<file path="src/rtl/cna_pkg.sv">
// Shared types, constants and helpers for the complex-number ALU.
`default_nettype none
package cna_pkg;

  // Fractional bits of the operand and result format.
  localparam int FRAC_BITS = 16;
  // Quotient bits that the divider develops; bigger quotients saturate anyway.
  localparam int QBITS = 35;
  // Rounding constant, half an LSB of the scaled product.
  localparam logic [63:0] HALF = (64'd1 << FRAC_BITS) >> 1;

  typedef enum logic [2:0] {
    OP_ADD = 3'd0,
    OP_SUB = 3'd1,
    OP_MUL = 3'd2,
    OP_DIV = 3'd3,
    OP_EQ  = 3'd4,
    OP_NE  = 3'd5
  } cna_op_t;

  typedef struct packed {
    logic [31:0] val;
    logic        sat;
  } cna_clamp_t;

  // One divider lane: sign, early overflow, partial remainder, numerator
  // bits still to shift in, quotient so far.
  typedef struct packed {
    logic             neg;
    logic             big;
    logic [63:0]      rem;
    logic [QBITS-1:0] nlo;
    logic [QBITS-1:0] quo;
  } cna_lane_t;

  // Payload that rides down the divider chain.
  typedef struct packed {
    logic [2:0]  op;
    logic [31:0] res_re;
    logic [31:0] res_im;
    logic        sat;
    logic        cmp;
    logic        dz;
    logic [63:0] den;
    cna_lane_t   re;
    cna_lane_t   im;
  } cna_pipe_t;

  // Sign-magnitude value to signed 32 bits with saturation.
  function automatic cna_clamp_t clamp(input logic neg, input logic [64:0] mag);
    cna_clamp_t c;
    logic [64:0] nm;
    nm = -mag;
    c.sat = 1'b0;
    if (neg) begin
      if (mag > 65'h0_8000_0000) begin
        c.val = 32'h8000_0000;
        c.sat = 1'b1;
      end else begin
        c.val = nm[31:0];
      end
    end else begin
      if (mag > 65'h0_7FFF_FFFF) begin
        c.val = 32'h7FFF_FFFF;
        c.sat = 1'b1;
      end else begin
        c.val = mag[31:0];
      end
    end
    return c;
  endfunction

endpackage
`default_nettype wire

</file>
<file path="src/rtl/cna_div_step.sv">
// One registered restoring-division step for both quotient lanes.
`default_nettype none
module cna_div_step (
  input  wire                 clk,
  input  wire                 rst_n,
  input  wire                 in_valid,
  input  wire cna_pkg::cna_pipe_t in_pipe,
  output logic                out_valid,
  output cna_pkg::cna_pipe_t  out_pipe
);

  logic               v_r;
  cna_pkg::cna_pipe_t pipe_r, pipe_nxt;

  function automatic cna_pkg::cna_lane_t step(input cna_pkg::cna_lane_t l,
                                              input logic [63:0] den);
    cna_pkg::cna_lane_t o;
    logic [64:0] sh, df;
    logic        ge;
    o  = l;
    sh = {l.rem, l.nlo[cna_pkg::QBITS-1]};
    ge = (sh >= {1'b0, den});
    df = sh - {1'b0, den};
    o.rem = ge ? df[63:0] : sh[63:0];
    o.quo = {l.quo[cna_pkg::QBITS-2:0], ge};
    o.nlo = {l.nlo[cna_pkg::QBITS-2:0], 1'b0};
    return o;
  endfunction

  always_comb begin
    pipe_nxt    = in_pipe;
    pipe_nxt.re = step(in_pipe.re, in_pipe.den);
    pipe_nxt.im = step(in_pipe.im, in_pipe.den);
  end

  always_ff @(posedge clk) begin
    if (!rst_n) begin
      v_r <= 1'b0;
    end else begin
      v_r <= in_valid;
    end
    pipe_r <= pipe_nxt;
  end

  assign out_valid = v_r;
  assign out_pipe  = pipe_r;

endmodule
`default_nettype wire

</file>
<file path="config.mk">
export PLATFORM = sky130hd
export DESIGN_NAME = cna_div_step
export DESIGN_NICKNAME = d
export VERILOG_FILES = /design/src/rtl/cna_pkg.sv /design/src/rtl/cna_div_step.sv
export SDC_FILE = /design/constraint.sdc
export NUM_CORES = 1
export LEC_CHECK = 0
export CAP_MARGIN = 20
export CORE_AREA = 2 2 314 316
export DETAILED_ROUTE_END_ITERATION = 16
export DIE_AREA = 0 0 316 318
export DONT_BUFFER_PORTS = 1
export PLACE_DENSITY = 0.43
export SLEW_MARGIN = 20
export SYNTH_ARGS = -nofsm -noshare
export SYNTH_HDL_FRONTEND = slang
export SYNTH_SLANG_ARGS = --single-unit
export TNS_END_PERCENT = 30
</file>
<file path="constraint.sdc">
create_clock -name clk -period 5.85 [get_ports clk]
set_clock_uncertainty 0.05 [all_clocks]
set_input_delay 0.585 -clock clk [delete_from_list [all_inputs] [get_ports clk]]
set_output_delay 0.585 -clock clk [all_outputs]
set_load 0.01 [all_outputs]
</file>
# Word-level counts from Yosys, hierarchy flattened
# Cells that the tools add are included.
# op_classes
magnitude_cmp	2
div	0
n_reduce_logical	0
n_addsub	2
n_eq_ne	0
bitwise	0
n_mul	0
mux	2
shifts	0
# op_table
cell	n
greater-or-equal comparator 65 x 64 -> 1 bit	2
two-way mux 64 bit	2
subtractor 64 bit	2
# word_totals
register_bits	405
input_bits	409
ram_bits	0
latch_bits	0
output_inout_bits	407
word_cells	24
n_memories	0
romBits	0

# Logic depth before layout (Yosys ltp)
# logic_depth
depth_word	2
mapped_depth	15
depth_no_buf	13

# Least setup slack after synthesis
# OpenSTA, ideal clock, no wires.
# synth_path
path_type	input-to-reg
start	in in_pipe[308] (netlist bit)
end	reg pipe_r (netlist bit out_pipe[100])
setup_ps	123
stages	13
arrival_ps	3005
required_time_ps	5677
slack_ps	2671
n_path_buf	3
path_cell_list	inv_1 > ha_1 > buf_2 > nand4_1 > or3_1 > o221ai_1 > a41oi_1 > o21ai_1 > a31oi_1 > o21ai_1 > buf_8 > buf_4 > mux2_1
# synth_rtl
item	line	source
from (decl)	cna_div_step.sv:7	input wire cna_pkg::cna_pipe_t in_pipe,
to (signal assigned)	cna_div_step.sv:42	pipe_r <= pipe_nxt;
to (decl)	cna_div_step.sv:13	cna_pkg::cna_pipe_t pipe_r, pipe_nxt;

==> flow_summary_export.csv <==
group,metric,value,unit
worst_setup_path,crit_buf_inv,2,
placed_design,pre_cts_ws,1.20,ns
grt,grt.total_usage,19.6,%
route,drtAntennaViolNets,0,
route,vias,15580,
worst_setup_path,max_stage_delay,0.69,ns
clock_tree,cts_setup_buffers,0,
cells_and_area,layout_commonest_cell,"dfxtp_1",
synthesis,synth_edf_count,0,
timing,period_share,67.0,%
route,drt_first_pass_iters,5,
placed_design,port-buffer-count,0,
floorplanning,dieArea,0.100,sq mm
timing,tns,0,ns
floorplanning,die_y,318,um
worst_setup_path,slowest_stage,"nor4_2",
placed_design,place_inst,3149,
clock_tree,numCtsBuffers,51,
power,power_density,345,mW/mm^2
route,vias_per_cell,4.38,
route,avgRoutedWirePerCell,28.9,um
route,drt_iter0_drc,1001,
worst_setup_path,worstPathRequired,6.30,ns
timing,timing.hold.ws,0.0546,ns
cells_and_area,fill_cells,10540,
synthesis,netlist_area,0.0178,sq mm
synthesis,synth_area_leaders,"dfxtp_1 (46%), ha_1 (9.0%), a21oi_1 (6.8%), nor2_1 (3.9%), xnor2_1 (3.1%)",
floorplanning,die_w,316,um
synthesis,synth_warnings,0,
cells_and_area,final_util,24.5,%
synthesis,synthCells,1933,
timing,tightestPinTransition,0.912,ns
synthesis,post-synth-top-area-cell,"dfxtp_1",
cells_and_area,final_cell_mix,"dfxtp_1 (405), dlygate4sd3_1 (300), a21oi_1 (241)",
cells_and_area,seq_area,0.00811,sq mm
job,cap_viol_max_count,0,
timing,final_max_slew_viol_count,0,
clock_tree,cts_sinks,405,
route,drc,0,
cells_and_area,syn_to_final_growth,34.2,%
synthesis,synthArstFlopShare,0,%
worst_setup_path,critPathKind,"in -> reg",
worst_setup_path,start_kind,"input port",
status,outcome,"complete, no violations",
worst_setup_path,cp_cell_sequence,"inv_1 > ha_1 > nand4_1 > nor4_2 > nand3_1 > o22ai_1 > o21ai_1 > nand2_1 > a21oi_1 > o31ai_4 > buf_12 > mux2_1",
timing,layout_setup_ws,1.93,ns
worst_setup_path,critPathTopFamily,"simple AND/OR/NAND/NOR gates",
synthesis,synth_top_cell_area_share,45.5,%
grt,antenna_found_initial,20,
synthesis,ys_seq_area_share,45.5,%
synthesis,avgSynthCellArea,9.22,sq um
timing,finalSetupViolations,0,
grt,grt_pass1_wl,135000,um
floorplanning,std_cell_rows,115,
worst_setup_path,critPathArrivalTime,4.37,ns
timing,rsz0062_at_grt,"false",
floorplanning,ios,816,
grt,first_global_vias,15656,
power,max-vdd-ir-drop,0.196,mV
cells_and_area,fin_nets,2754,
timing,timing.final.hold_violations,0,
clock_tree,cts_max_path_buffers,3,
cells_and_area,final_cells,3560,
clock_tree,cts_tree,"yes",
hold_path,worstHoldPathType,"in -> reg",
floorplanning,start_util,18.3,%
placed_design,gp_congestion,0.913,
clock_tree,path_clk_slew,0.06,ns
synthesis,synth-seq-cells,405,
floorplanning,core_region_area,0.0974,sq mm
worst_setup_path,end_kind,"register",
placed_design,dp_hpwl,86300,um
route,wl,103000,um
synthesis,synth_cell_types,85,
grt,grt-ovfl-total,0,
cells_and_area,drive_above_1_share,6.21,%
timing,min_period,3.92,ns
timing,slew_headroom,38.6,%
synthesis,synthFlopType,"dfxtp_1",
clock_tree,htree_levels,2,
cells_and_area,multi_input_area,0.00896,sq mm
grt,grt_max_degree,87,
timing,fmax,255,MHz
power,p_leak,9.73,nW
clock_tree,root_buffer,"clkbuf_16",
worst_setup_path,crit_fanout,86,
-- metrics by stage --
step	power, W	instance area (sq um)
global placement	0.00485	19100
global route	0.00864	23900
CTS	0.00841	23900
detailed placement	0.00483	19100
finish	0.00825	23900
floorplan	0.00429	17800
-- where the power goes --
group	switching [W]	leakage [nW]	internal, W
sequential	0.000424	3.42	0.00306
combinational	0.000834	5.46	0.000614
clock	0.00141	0.846	0.00190
-- final timing paths --
check / slack [ns] / from / depth (start not counted) / end
setup / recovery: 1.93 / in_pipe[297] / 12 / out_pipe[209]
hold / removal: 0.05 / in_pipe[96] / 1 / out_pipe[97]
-- routing by layer --
layer,track usage [%],part of all wire [%],up-vias
met2,36.6,52,579
met1,20.9,37,7477
met3,5.91,7.6,92
met4,5.63,2.8,2
li1,-,-,7430
met5,0,0.013,-
-- flip-flops by register name (all words and copies together), names as in the netlist --
name	cells
out_pipe	404
out_valid	1
-- cells by family after synthesis --
group / synth area share [%]
AOI/OAI and AO/OA: 19.9
muxes: 2.21
adders and majority gates: 9.21
and+or+nand+nor: 13.1
buffers and inverters: 4.26
DFF: 45.5
xor gates and xnor gates: 5.80
other: 0.0211
-- synth_stat cells, drive strengths merged (10+ instances only) --
cell type	instances
o21bai	30
o21a	14
nor2	185
buf	49
o211ai	13
a211oi	15
nand2	131
mux2	34
and3	15
nand2b	16
nor2b	11
o31ai	12
and2	10
clkbuf	31
a31oi	19
nand4	39
xnor2	63
nor3	29
inv	93
ha	128
nand3	33
a21o	52
dfxtp	405
xor2	55
a21oi	246
o21ai	99
-- cell type report --
cell class,instances,area share (%)
inverter,93,1.46
clock inverter,30,1.40
sequential,405,33.9
multi-input combinational,1356,37.5
tap,1287,6.74
antenna,18,0.188
clock buffer,63,5.86
timing repair buffer,308,12.9
-- timing repair --
action	4_1_cts	5_1_grt
hold buffers	300	0
gates resized for setup	0	0
hold endpoints to repair	299	0
Power figures use the tool's default switching activity.
